**src/sv/ihwl_pkg.sv**
```systemverilog
// shared types, constants and helpers for the hex word loader
package ihwl_pkg;

   localparam int DEF_DATA_BITS     = 14;
   localparam int DEF_MAX_ADDR_BITS = 15;
   localparam int DEF_QUEUE_DEPTH   = 4;

   localparam int CHAR_BITS      = 8;
   localparam int ADDR_OUT_BITS  = 15;
   localparam int DATA_OUT_BITS  = 14;
   localparam int EVENT_BITS     = 16;
   localparam int ADDR_CFG_BITS  = 4;
   localparam int CSR_ADDR_BITS  = 3;
   localparam int CSR_DATA_BITS  = 32;

   localparam logic [ADDR_CFG_BITS-1:0] ADDR_WIDTH_RESET = 4'd13;
   localparam logic CSR_IDX_ADDR_WIDTH = 1'b0;

   localparam logic [CHAR_BITS-1:0] CHAR_LF    = 8'h0A;
   localparam logic [CHAR_BITS-1:0] CHAR_CR    = 8'h0D;
   localparam logic [CHAR_BITS-1:0] CHAR_COLON = 8'h3A;

   typedef struct packed {
      logic                  stop;
      logic [EVENT_BITS-1:0] addr;
      logic [EVENT_BITS-1:0] data;
   } ihwl_event_type;

   typedef struct packed {
      logic           valid;
      ihwl_event_type ev;
   } ihwl_push_type;

   function automatic logic [3:0] hex_nibble(input logic [CHAR_BITS-1:0] c);
      logic [3:0] n;
      n = 4'd0;
      if (c >= 8'h30 && c <= 8'h39) begin
         n = 4'(c - 8'h30);
      end else if (c >= 8'h41 && c <= 8'h46) begin
         n = 4'(c - 8'h41 + 8'd10);
      end else if (c >= 8'h61 && c <= 8'h66) begin
         n = 4'(c - 8'h61 + 8'd10);
      end
      return n;
   endfunction

endpackage

```
**src/sv/ihwl_req_if.sv**
```systemverilog
// request channel: one text character per request
interface ihwl_req_if;
   logic                           valid;
   logic                           ready;
   logic [ihwl_pkg::CHAR_BITS-1:0] char_in;

   modport source (output valid, output char_in, input ready);
   modport sink (input valid, input char_in, output ready);
endinterface

```
**src/sv/ihwl_rsp_if.sv**
```systemverilog
// response channel: one loaded word or the stop marker
interface ihwl_rsp_if;
   logic                               valid;
   logic                               ready;
   logic [ihwl_pkg::ADDR_OUT_BITS-1:0] word_addr;
   logic [ihwl_pkg::DATA_OUT_BITS-1:0] word_data;
   logic                               finished;

   modport source (output valid, output word_addr, output word_data, output finished,
                   input ready);
   modport sink (input valid, input word_addr, input word_data, input finished,
                 output ready);
endinterface

```
**src/sv/intel_hex_word_loader.sv**
```systemverilog
// top level of the hex word loader: csr port, parser, queue and response stage
// an event from an accepted request is stored in the queue, then loaded into the response register for rsp valid
// throughput: one character per cycle while the queue is not full; the parser state updates on each accepted character
// the response register and queue let the parser keep taking requests while rsp stalls, until the queue fills
// reset (synchronous): parser to line start, queue and response emptied
// reset also sets addr_width to 13
module intel_hex_word_loader #(
   parameter int DATA_BITS     = ihwl_pkg::DEF_DATA_BITS,
   parameter int MAX_ADDR_BITS = ihwl_pkg::DEF_MAX_ADDR_BITS,
   parameter int QUEUE_DEPTH   = ihwl_pkg::DEF_QUEUE_DEPTH
) (
   input  logic                                clock,
   input  logic                                reset,
   ihwl_req_if.sink                            req_chan,
   ihwl_rsp_if.source                          rsp_chan,
   input  logic                                csr_psel,
   input  logic                                csr_penable,
   input  logic                                csr_pwrite,
   input  logic [ihwl_pkg::CSR_ADDR_BITS-1:0]  csr_paddr,
   input  logic [ihwl_pkg::CSR_DATA_BITS-1:0]  csr_pwdata,
   output logic [ihwl_pkg::CSR_DATA_BITS-1:0]  csr_prdata,
   output logic                                csr_pready
);

   logic [ihwl_pkg::ADDR_CFG_BITS-1:0] addr_width_ff, addr_width_in;
   logic                               csr_hit;

   ihwl_pkg::ihwl_push_type  push;
   ihwl_pkg::ihwl_event_type head;
   logic                     queue_full;
   logic                     head_valid;
   logic                     pop;

   assign csr_pready = 1'b1;
   assign csr_hit    = (csr_paddr[ihwl_pkg::CSR_ADDR_BITS-1] == ihwl_pkg::CSR_IDX_ADDR_WIDTH);
   assign csr_prdata = csr_hit ? ihwl_pkg::CSR_DATA_BITS'(addr_width_ff) : '0;

   always_comb begin
      addr_width_in = addr_width_ff;
      if (csr_psel && csr_penable && csr_pwrite && csr_pready && csr_hit) begin
         addr_width_in = csr_pwdata[ihwl_pkg::ADDR_CFG_BITS-1:0];
      end
   end

   always_ff @(posedge clock) begin
      if (reset) begin
         addr_width_ff <= ihwl_pkg::ADDR_WIDTH_RESET;
      end else begin
         addr_width_ff <= addr_width_in;
      end
   end

   ihwl_front #(
      .MAX_ADDR_BITS (MAX_ADDR_BITS)
   ) u_front (
      .clock      (clock),
      .reset      (reset),
      .req_chan   (req_chan),
      .queue_full (queue_full),
      .push       (push)
   );

   ihwl_queue #(
      .DEPTH (QUEUE_DEPTH)
   ) u_queue (
      .clock      (clock),
      .reset      (reset),
      .push       (push),
      .full       (queue_full),
      .head_valid (head_valid),
      .head       (head),
      .pop        (pop)
   );

   ihwl_back #(
      .DATA_BITS     (DATA_BITS),
      .MAX_ADDR_BITS (MAX_ADDR_BITS)
   ) u_back (
      .clock      (clock),
      .reset      (reset),
      .addr_width (addr_width_ff),
      .head_valid (head_valid),
      .head       (head),
      .pop        (pop),
      .rsp_chan   (rsp_chan)
   );

endmodule

```
**src/sv/ihwl_front.sv**
```systemverilog
// record parser: takes characters and queues word and stop events
module ihwl_front #(
   parameter int MAX_ADDR_BITS = ihwl_pkg::DEF_MAX_ADDR_BITS
) (
   input  logic                    clock,
   input  logic                    reset,
   ihwl_req_if.sink                req_chan,
   input  logic                    queue_full,
   output ihwl_pkg::ihwl_push_type push
);

   localparam logic [2:0] PH_LINE  = 3'd0;
   localparam logic [2:0] PH_COUNT = 3'd1;
   localparam logic [2:0] PH_ADDR  = 3'd2;
   localparam logic [2:0] PH_TYPE  = 3'd3;
   localparam logic [2:0] PH_DATA  = 3'd4;
   localparam logic [2:0] PH_CSUM  = 3'd5;

   logic [2:0]               phase_ff, phase_in;
   logic [1:0]               digit_count_ff, digit_count_in;
   logic [15:0]              byte_accum_ff, byte_accum_in;
   logic [7:0]               low_byte_ff, low_byte_in;
   logic [6:0]               words_left_ff, words_left_in;
   logic [MAX_ADDR_BITS-1:0] cur_addr_ff, cur_addr_in;
   logic                     stopped_ff, stopped_in;

   logic        accept;
   logic        in_record;
   logic [15:0] acc_shift;
   logic [1:0]  last_digit;
   logic [6:0]  words_dec;

   assign req_chan.ready = !queue_full;
   assign accept         = req_chan.valid && req_chan.ready;

   always_comb begin
      in_record  = (phase_ff >= PH_COUNT) && (phase_ff <= PH_CSUM);
      acc_shift  = {byte_accum_ff[11:0], ihwl_pkg::hex_nibble(req_chan.char_in)};
      last_digit = (phase_ff == PH_ADDR || phase_ff == PH_DATA) ? 2'd3 : 2'd1;
      words_dec  = words_left_ff - 7'd1;

      phase_in       = phase_ff;
      digit_count_in = digit_count_ff;
      byte_accum_in  = byte_accum_ff;
      low_byte_in    = low_byte_ff;
      words_left_in  = words_left_ff;
      cur_addr_in    = cur_addr_ff;
      stopped_in     = stopped_ff;
      push           = '0;

      if (accept && !stopped_ff) begin
         if (!in_record) begin
            phase_in = PH_LINE;
            if (req_chan.char_in == ihwl_pkg::CHAR_LF || req_chan.char_in == ihwl_pkg::CHAR_CR) begin
               phase_in = PH_LINE;
            end else if (req_chan.char_in == ihwl_pkg::CHAR_COLON) begin
               phase_in       = PH_COUNT;
               digit_count_in = 2'd0;
               byte_accum_in  = 16'd0;
            end else begin
               stopped_in    = 1'b1;
               push.valid    = 1'b1;
               push.ev.stop  = 1'b1;
            end
         end else if (digit_count_ff != last_digit) begin
            byte_accum_in  = acc_shift;
            digit_count_in = digit_count_ff + 2'd1;
            if (phase_ff == PH_DATA && digit_count_ff == 2'd1) begin
               low_byte_in = acc_shift[7:0];
            end
         end else begin
            digit_count_in = 2'd0;
            byte_accum_in  = 16'd0;
            unique case (phase_ff)
               PH_COUNT: begin
                  words_left_in = acc_shift[7:1];
                  phase_in      = PH_ADDR;
               end
               PH_ADDR: begin
                  cur_addr_in = MAX_ADDR_BITS'({1'b0, acc_shift[15:1]});
                  phase_in    = PH_TYPE;
               end
               PH_TYPE: begin
                  phase_in = (words_left_ff != 7'd0) ? PH_DATA : PH_CSUM;
               end
               PH_DATA: begin
                  push.valid    = 1'b1;
                  push.ev.addr  = ihwl_pkg::EVENT_BITS'(cur_addr_ff);
                  push.ev.data  = {acc_shift[7:0], low_byte_ff};
                  cur_addr_in   = cur_addr_ff + MAX_ADDR_BITS'(1);
                  words_left_in = words_dec;
                  phase_in      = (words_dec != 7'd0) ? PH_DATA : PH_CSUM;
               end
               default: begin
                  phase_in = PH_LINE;
               end
            endcase
         end
      end
   end

   always_ff @(posedge clock) begin
      if (reset) begin
         phase_ff       <= PH_LINE;
         digit_count_ff <= 2'd0;
         byte_accum_ff  <= 16'd0;
         low_byte_ff    <= 8'd0;
         words_left_ff  <= 7'd0;
         cur_addr_ff    <= '0;
         stopped_ff     <= 1'b0;
      end else begin
         phase_ff       <= phase_in;
         digit_count_ff <= digit_count_in;
         byte_accum_ff  <= byte_accum_in;
         low_byte_ff    <= low_byte_in;
         words_left_ff  <= words_left_in;
         cur_addr_ff    <= cur_addr_in;
         stopped_ff     <= stopped_in;
      end
   end

   assert property (@(posedge clock) disable iff (reset) stopped_ff |=> stopped_ff)
      else $error("loader left the stopped state");

   assert property (@(posedge clock) disable iff (reset) push.valid |-> accept && !stopped_ff)
      else $error("event pushed without an accepted request");

endmodule

```
**src/sv/ihwl_queue.sv**
```systemverilog
// short event queue between the parser and the response stage
module ihwl_queue #(
   parameter int DEPTH = ihwl_pkg::DEF_QUEUE_DEPTH
) (
   input  logic                     clock,
   input  logic                     reset,
   input  ihwl_pkg::ihwl_push_type  push,
   output logic                     full,
   output logic                     head_valid,
   output ihwl_pkg::ihwl_event_type head,
   input  logic                     pop
);

   localparam int PtrBits   = $clog2(DEPTH);
   localparam int CountBits = $clog2(DEPTH + 1);
   localparam logic [PtrBits-1:0] LastPtr = PtrBits'(DEPTH - 1);

   ihwl_pkg::ihwl_event_type store_ff [DEPTH];
   logic [PtrBits-1:0]   wr_ptr_ff, wr_ptr_in;
   logic [PtrBits-1:0]   rd_ptr_ff, rd_ptr_in;
   logic [CountBits-1:0] count_ff, count_in;
   logic                 do_push;
   logic                 do_pop;

   assign full       = (count_ff == CountBits'(DEPTH));
   assign head_valid = (count_ff != '0);
   assign head       = store_ff[rd_ptr_ff];
   assign do_push    = push.valid && !full;
   assign do_pop     = pop && head_valid;

   always_comb begin
      wr_ptr_in = wr_ptr_ff;
      rd_ptr_in = rd_ptr_ff;
      if (do_push) begin
         wr_ptr_in = (wr_ptr_ff == LastPtr) ? '0 : wr_ptr_ff + PtrBits'(1);
      end
      if (do_pop) begin
         rd_ptr_in = (rd_ptr_ff == LastPtr) ? '0 : rd_ptr_ff + PtrBits'(1);
      end
      count_in  = count_ff;
      if (do_push && !do_pop) begin
         count_in = count_ff + CountBits'(1);
      end else if (do_pop && !do_push) begin
         count_in = count_ff - CountBits'(1);
      end
   end

   always_ff @(posedge clock) begin
      if (do_push) begin
         store_ff[wr_ptr_ff] <= push.ev;
      end
   end

   always_ff @(posedge clock) begin
      if (reset) begin
         wr_ptr_ff <= '0;
         rd_ptr_ff <= '0;
         count_ff  <= '0;
      end else begin
         wr_ptr_ff <= wr_ptr_in;
         rd_ptr_ff <= rd_ptr_in;
         count_ff  <= count_in;
      end
   end

   assert property (@(posedge clock) disable iff (reset) count_ff <= CountBits'(DEPTH))
      else $error("queue count beyond depth");

   assert property (@(posedge clock) disable iff (reset) !(push.valid && full))
      else $error("event pushed into a full queue");

endmodule

```
**src/sv/ihwl_back.sv**
```systemverilog
// response stage: masks the queued event and holds it for the sink
module ihwl_back #(
   parameter int DATA_BITS     = ihwl_pkg::DEF_DATA_BITS,
   parameter int MAX_ADDR_BITS = ihwl_pkg::DEF_MAX_ADDR_BITS
) (
   input  logic                                 clock,
   input  logic                                 reset,
   input  logic [ihwl_pkg::ADDR_CFG_BITS-1:0]   addr_width,
   input  logic                                 head_valid,
   input  ihwl_pkg::ihwl_event_type             head,
   output logic                                 pop,
   ihwl_rsp_if.source                           rsp_chan
);

   localparam int EvBits = ihwl_pkg::EVENT_BITS;
   localparam logic [4:0] MaxAddrBitsW = 5'(MAX_ADDR_BITS);
   localparam logic [EvBits:0] DataMaskWide = ((EvBits + 1)'(1) << DATA_BITS) - (EvBits + 1)'(1);

   logic                                 valid_ff, valid_in;
   logic [ihwl_pkg::ADDR_OUT_BITS-1:0]   word_addr_ff, word_addr_in;
   logic [ihwl_pkg::DATA_OUT_BITS-1:0]   word_data_ff, word_data_in;
   logic                                 finished_ff, finished_in;

   logic [4:0]        width_eff;
   logic [EvBits:0]   addr_mask;
   logic [EvBits-1:0] masked_addr;
   logic [EvBits-1:0] masked_data;

   assign pop = head_valid && (!valid_ff || rsp_chan.ready);

   always_comb begin
      width_eff   = ({1'b0, addr_width} > MaxAddrBitsW) ? MaxAddrBitsW : {1'b0, addr_width};
      addr_mask   = ((EvBits + 1)'(1) << width_eff) - (EvBits + 1)'(1);
      masked_addr = head.addr & addr_mask[EvBits-1:0];
      masked_data = head.data & DataMaskWide[EvBits-1:0];

      valid_in     = valid_ff;
      word_addr_in = word_addr_ff;
      word_data_in = word_data_ff;
      finished_in  = finished_ff;
      if (pop) begin
         valid_in     = 1'b1;
         word_addr_in = masked_addr[ihwl_pkg::ADDR_OUT_BITS-1:0];
         word_data_in = masked_data[ihwl_pkg::DATA_OUT_BITS-1:0];
         finished_in  = head.stop;
      end else if (rsp_chan.ready) begin
         valid_in = 1'b0;
      end
   end

   always_ff @(posedge clock) begin
      if (reset) begin
         valid_ff <= 1'b0;
      end else begin
         valid_ff <= valid_in;
      end
      word_addr_ff <= word_addr_in;
      word_data_ff <= word_data_in;
      finished_ff  <= finished_in;
   end

   assign rsp_chan.valid     = valid_ff;
   assign rsp_chan.word_addr = word_addr_ff;
   assign rsp_chan.word_data = word_data_ff;
   assign rsp_chan.finished  = finished_ff;

   assert property (@(posedge clock) disable iff (reset)
      valid_ff && finished_ff |-> word_addr_ff == '0 && word_data_ff == '0)
      else $error("stop response carries a nonzero word");

endmodule
```
**src/flat_wrapper.sv**
```systemverilog
// flat-port wrapper written by rule: the top's interface ports become plain ports
module intel_hex_word_loader_flat 
#(
   parameter int DATA_BITS     = ihwl_pkg::DEF_DATA_BITS,
   parameter int MAX_ADDR_BITS = ihwl_pkg::DEF_MAX_ADDR_BITS,
   parameter int QUEUE_DEPTH   = ihwl_pkg::DEF_QUEUE_DEPTH
)
  (clock, reset, csr_psel, csr_penable, csr_pwrite, csr_paddr, csr_pwdata, csr_prdata, csr_pready, req_chan_valid, req_chan_char_in, req_chan_ready, rsp_chan_valid, rsp_chan_word_addr, rsp_chan_word_data, rsp_chan_finished, rsp_chan_ready);
  ihwl_req_if req_chan_i ();
  ihwl_rsp_if rsp_chan_i ();
  input  logic clock;
  input  logic reset;
  input  logic csr_psel;
  input  logic csr_penable;
  input  logic csr_pwrite;
  input  logic [ihwl_pkg::CSR_ADDR_BITS-1:0] csr_paddr;
  input  logic [ihwl_pkg::CSR_DATA_BITS-1:0] csr_pwdata;
  output logic [ihwl_pkg::CSR_DATA_BITS-1:0] csr_prdata;
  output logic csr_pready;
  input wire logic [$bits(req_chan_i.valid)-1:0] req_chan_valid;
  input wire logic [$bits(req_chan_i.char_in)-1:0] req_chan_char_in;
  output wire logic [$bits(req_chan_i.ready)-1:0] req_chan_ready;
  output wire logic [$bits(rsp_chan_i.valid)-1:0] rsp_chan_valid;
  output wire logic [$bits(rsp_chan_i.word_addr)-1:0] rsp_chan_word_addr;
  output wire logic [$bits(rsp_chan_i.word_data)-1:0] rsp_chan_word_data;
  output wire logic [$bits(rsp_chan_i.finished)-1:0] rsp_chan_finished;
  input wire logic [$bits(rsp_chan_i.ready)-1:0] rsp_chan_ready;
  assign req_chan_i.valid = req_chan_valid;
  assign req_chan_i.char_in = req_chan_char_in;
  assign req_chan_ready = req_chan_i.ready;
  assign rsp_chan_valid = rsp_chan_i.valid;
  assign rsp_chan_word_addr = rsp_chan_i.word_addr;
  assign rsp_chan_word_data = rsp_chan_i.word_data;
  assign rsp_chan_finished = rsp_chan_i.finished;
  assign rsp_chan_i.ready = rsp_chan_ready;
  intel_hex_word_loader #(.DATA_BITS(DATA_BITS), .MAX_ADDR_BITS(MAX_ADDR_BITS), .QUEUE_DEPTH(QUEUE_DEPTH)) u_core (.clock(clock), .reset(reset), .req_chan(req_chan_i), .rsp_chan(rsp_chan_i), .csr_psel(csr_psel), .csr_penable(csr_penable), .csr_pwrite(csr_pwrite), .csr_paddr(csr_paddr), .csr_pwdata(csr_pwdata), .csr_prdata(csr_prdata), .csr_pready(csr_pready));
endmodule
```
**config.mk**
```make
export PLATFORM = sky130hd
export DESIGN_NAME = intel_hex_word_loader_flat
export DESIGN_NICKNAME = d
export VERILOG_FILES = /design/src/sv/ihwl_pkg.sv /design/src/sv/ihwl_req_if.sv /design/src/sv/ihwl_rsp_if.sv /design/src/sv/intel_hex_word_loader.sv /design/src/sv/ihwl_front.sv /design/src/sv/ihwl_queue.sv /design/src/sv/ihwl_back.sv /design/src/flat_wrapper.sv
export SDC_FILE = /design/constraint.sdc
export NUM_CORES = 1
export LEC_CHECK = 0
export ABC_AREA = 1
export BUFFER_PORTS_ARGS = -buffer_cell sky130_fd_sc_hd__buf_4
export CORE_ASPECT_RATIO = 0.75
export CORE_MARGIN = 2
export CORE_UTILIZATION = 40
export CTS_BUF_LIST = sky130_fd_sc_hd__clkbuf_16
export DETAILED_ROUTE_END_ITERATION = 7
export HOLD_SLACK_MARGIN = 0.12
export MAX_ROUTING_LAYER = met4
export PLACE_DENSITY = 0.65
export SETUP_SLACK_MARGIN = 0.1
export SLEW_MARGIN = 20
export SYNTH_ARGS = -nofsm -noshare
export SYNTH_HDL_FRONTEND = slang
export SYNTH_SLANG_ARGS = --single-unit
```
**constraint.sdc**
```tcl
create_clock -name clock -period 3.9 [get_ports clock]
set_input_delay 0.585 -clock clock [delete_from_list [all_inputs] [get_ports clock]]
set_output_delay 0.585 -clock clock [all_outputs]
set_load 0.02 [all_outputs]
```
==> results.cfg <==
[run_status]
outcome = completed

[clocking]
cts_tree = yes
root_buffer = clkbuf_16
h-tree-depth = 1
numCtsBuffers = 21
post_cts_buffers = 0
cts.sinks = 212
clockBufferDepth = 3
clkTransAtPathRegs_ns = 0.06
insertion_delay_ns = 0.50
hold_buffers = 0
ctsResizeCount = 0

[power_and_ir_drop]
clkPwrFrac = 0.262
p_int_w = 0.004720
seqPwrFrac = 0.445
powerDensity_nw_per_um2 = 662.0
switchingPower_w = 0.002405
max-vdd-ir-drop_mv = 0.3128
leakage_nw = 3.969
sw_frac_of_total = 0.3376
combPwrFrac = 0.293

[global_routing]
grt_pass1_wl_um = 32460
first_global_vias = 6193
grt_max_degree = 61
antenna_found_initial = 0
grt_use_total = 0.1689
grt-ovfl-total = 0

[die]
initial_utilization = 0.4115
die_w_um = 182.3
num_rows = 48
die_h_um = 137.7
core_area_um2 = 23180
dieArea_um2 = 25110
io_pins = 115

[sta]
fin_hold_ws_ns = 0.3125
fin_crit_ns = 2.472
slew_violations = 0
max_slew.worst_pin.slew_ns = 1.095
slew-limit-headroom = 0.2694
tns_ns = 0
rsz0062_at_grt = false
hold_viol = 0
setup_viol = 0
fin_skew_ns = 0.01874
fmax_mhz = 404.6
timing.final.crit_share = 0.6337
setup_slack_ns = 1.429

[yosys]
yosys.area.top_type = edfxtp_1
yosysWarnings = 0
async_flop_share = 0
synth-edff-count = 150
synth_seq_cells = 212
synth_top_area_share = 0.4722
netlist_instances = 1000
syn_area_um2 = 9539
synth_cell_types = 43
synth_most_common_cell = nor2_1
synth-main-ff-cell = edfxtp_1
avgSynthCellArea_um2 = 9.539
seq_area_frac_synth = 0.6023
ys_top_cells_by_count = nor2_1 (211), edfxtp_1 (150), nand2_1 (129)
yosys-top-cells-area = edfxtp_1 (47%), dfxtp_1 (13%), nor2_1 (8.3%)

[place]
portBuffers = 55
postPlaceCellArea_um2 = 10140
dpl.hpwl_um = 12890
pre_cts_slack_ns = 1.141
gp_congestion = 0.8962

[hold_path]
holdPathEnd = u_core.addr_width_ff[2]
holdCritStartpoint = csr_pwdata[2]
hold_depth = 3
hold_class = input port to register

[detailed_routing]
drcViolationCount = 0
viasPerCell = 4.972
num_vias = 6777
wl_per_cell_um = 14.87
dr.pass1.iters = 5
drt_iter0_markers = 577
wl_um = 20260
ant_nets = 0

[critical_path]
worst-setup-path-type = register to register
r2r_cells = 5
rr_endpoint = u_core.u_back.rsp_chan.word_addr[9]
crit_arrival_ns = 2.76
cp_max_fo = 31
reg2reg_slack_ns = 1.43
cp.required_ns = 4.19
startpoint_type = register
critPathCaptureType = register

[layout]
diodes = 0
synthToLayoutAreaGrowth_pct = 12.83
final_nets = 1115
final_layout_size_suffix_gt1_frac = 0.1101
final_cell_area_um2 = 10760
fillers = 2209

[run]
drv_cap = 0
## cell usage in the layout (no fill, tap or decap), types with 2 or more instances in the layout
master / instances
o211ai_1: 5
nor2_4: 2
nand3_1: 36
xnor2_1: 2
clkinv_1: 5
inv_2: 3
buf_4: 66
nand2_4: 2
or2_2: 4
nor3_1: 14
ha_1: 16
a31oi_1: 3
edfxtp_1: 150
a21oi_1: 49
a21oi_2: 3
conb_1: 29
o21ai_0: 99
xor2_1: 2
nor2_2: 4
dfxtp_1: 61
clkbuf_16: 21
nand3b_1: 2
inv_1: 95
nor2_1: 207
nand2_1: 129
inv_6: 2
o22ai_1: 22
nand4_1: 10
a211oi_1: 2
## cell families (layout without fill, tap and decap cells)
| kind of cell | Yosys count | count (layout) | synth area share |
|---|---|---|---|
| simple gates | 418 | 418 | 0.1849 |
| compound gates | 189 | 189 | 0.1081 |
| flops | 212 | 212 | 0.6023 |
| buf+inv | 158 | 194 | 0.07712 |
| xor+xnor | 4 | 4 | 0.003673 |
| fa+ha+maj | 17 | 17 | 0.02308 |
| other cells | 2 | 29 | 0.0007873 |
## state kept, by name (all words and copies together) (netlist names), named ones only
signal,flops
u_core.u_queue.store_ff,120
u_core.u_back.rsp_chan.word_addr,15
u_core.u_front.cur_addr_ff,15
u_core.u_back.rsp_chan.word_data,14
u_core.u_front.byte_accum_ff,12
u_core.u_front.low_byte_ff,8
u_core.u_front.words_left_ff,7
u_core.addr_width_ff,4
u_core.u_front.phase_ff,3
u_core.u_queue.count_ff,3
u_core.u_front.digit_count_ff,2
u_core.u_queue.rd_ptr_ff,2
u_core.u_queue.wr_ptr_ff,2
u_core.u_back.rsp_chan.finished,1
u_core.u_back.rsp_chan.valid,1
u_core.u_front.stopped_ff,1
## final cells by class
| type | count | area, um^2 | area share |
|---|---|---|---|
| tap | 300 | 375.4 | 0.03488 |
| sequential | 212 | 5747 | 0.5339 |
| multi-input combinational | 657 | 3181 | 0.2955 |
| inverter | 90 | 337.8 | 0.03139 |
| timing repair buffer | 66 | 495.5 | 0.04604 |
| clock buffer | 21 | 525.5 | 0.04883 |
| clock inverter | 17 | 101.3 | 0.009416 |
## power groups by stage
stage	clock network (W)	registers, W	logic, W
global placement	0	0.00321	0.00208
floorplan	0	0.00343	0.00119
CTS	0.00191	0.00317	0.00211
finish	0.00187	0.00317	0.00209
detailed placement	0	0.00322	0.00211
global route	0.00200	0.00321	0.00233
## metal layers
layer	up-vias	global-route usage	wire, um
met5	-	-	0
met4	0	0.02867	248
met3	21	0.02776	1168
met2	175	0.2564	8416
met1	3164	0.2428	10430
li1	3417	-	-
## metrics by stage
| stage | utilization | total power (W) | instances |
|---|---|---|---|
| 2_1_floorplan | - | 0.004618 | 1027 |
| 3_3_place_gp | 0.4372 | 0.005290 | 1325 |
| 3_5_place_dp | 0.4372 | 0.005326 | 1325 |
| 4_1_cts | 0.4643 | 0.007193 | 1363 |
| 5_1_grt | 0.4643 | 0.007553 | 1363 |
| 6_report | 0.4643 | 0.007125 | 1363 |
## worst max-delay path, stage by stage (launching register included)
cell and delay, ns:
dfxtp_1 0.31, buf_4 0.32, clkinv_1 0.89, nor2_1 0.29, o21ai_0 0.11, a221oi_1 0.34
## how the worst max path moves through the flow
stage / from / end / slack, ns / cells after the start
after global routing: register / u_core.u_back.rsp_chan.word_addr[12] / 1.15 / 6
after global placement: req_chan_char_in[0] / u_core.u_queue.count_ff[2] / 1.19 / 16
after floorplan: rsp_chan_ready / u_core.u_queue.count_ff[1] / 0.41 / 8
after CTS: u_core.u_queue.count_ff[0] / u_core.u_queue.count_ff[2] / 1.49 / 12
final: register / u_core.u_back.rsp_chan.word_addr[9] / 1.43 / 5
after detailed placement: req_chan_char_in[0] / u_core.u_queue.count_ff[2] / 1.14 / 16
Note: power is estimated with default switching activity, not from simulation.
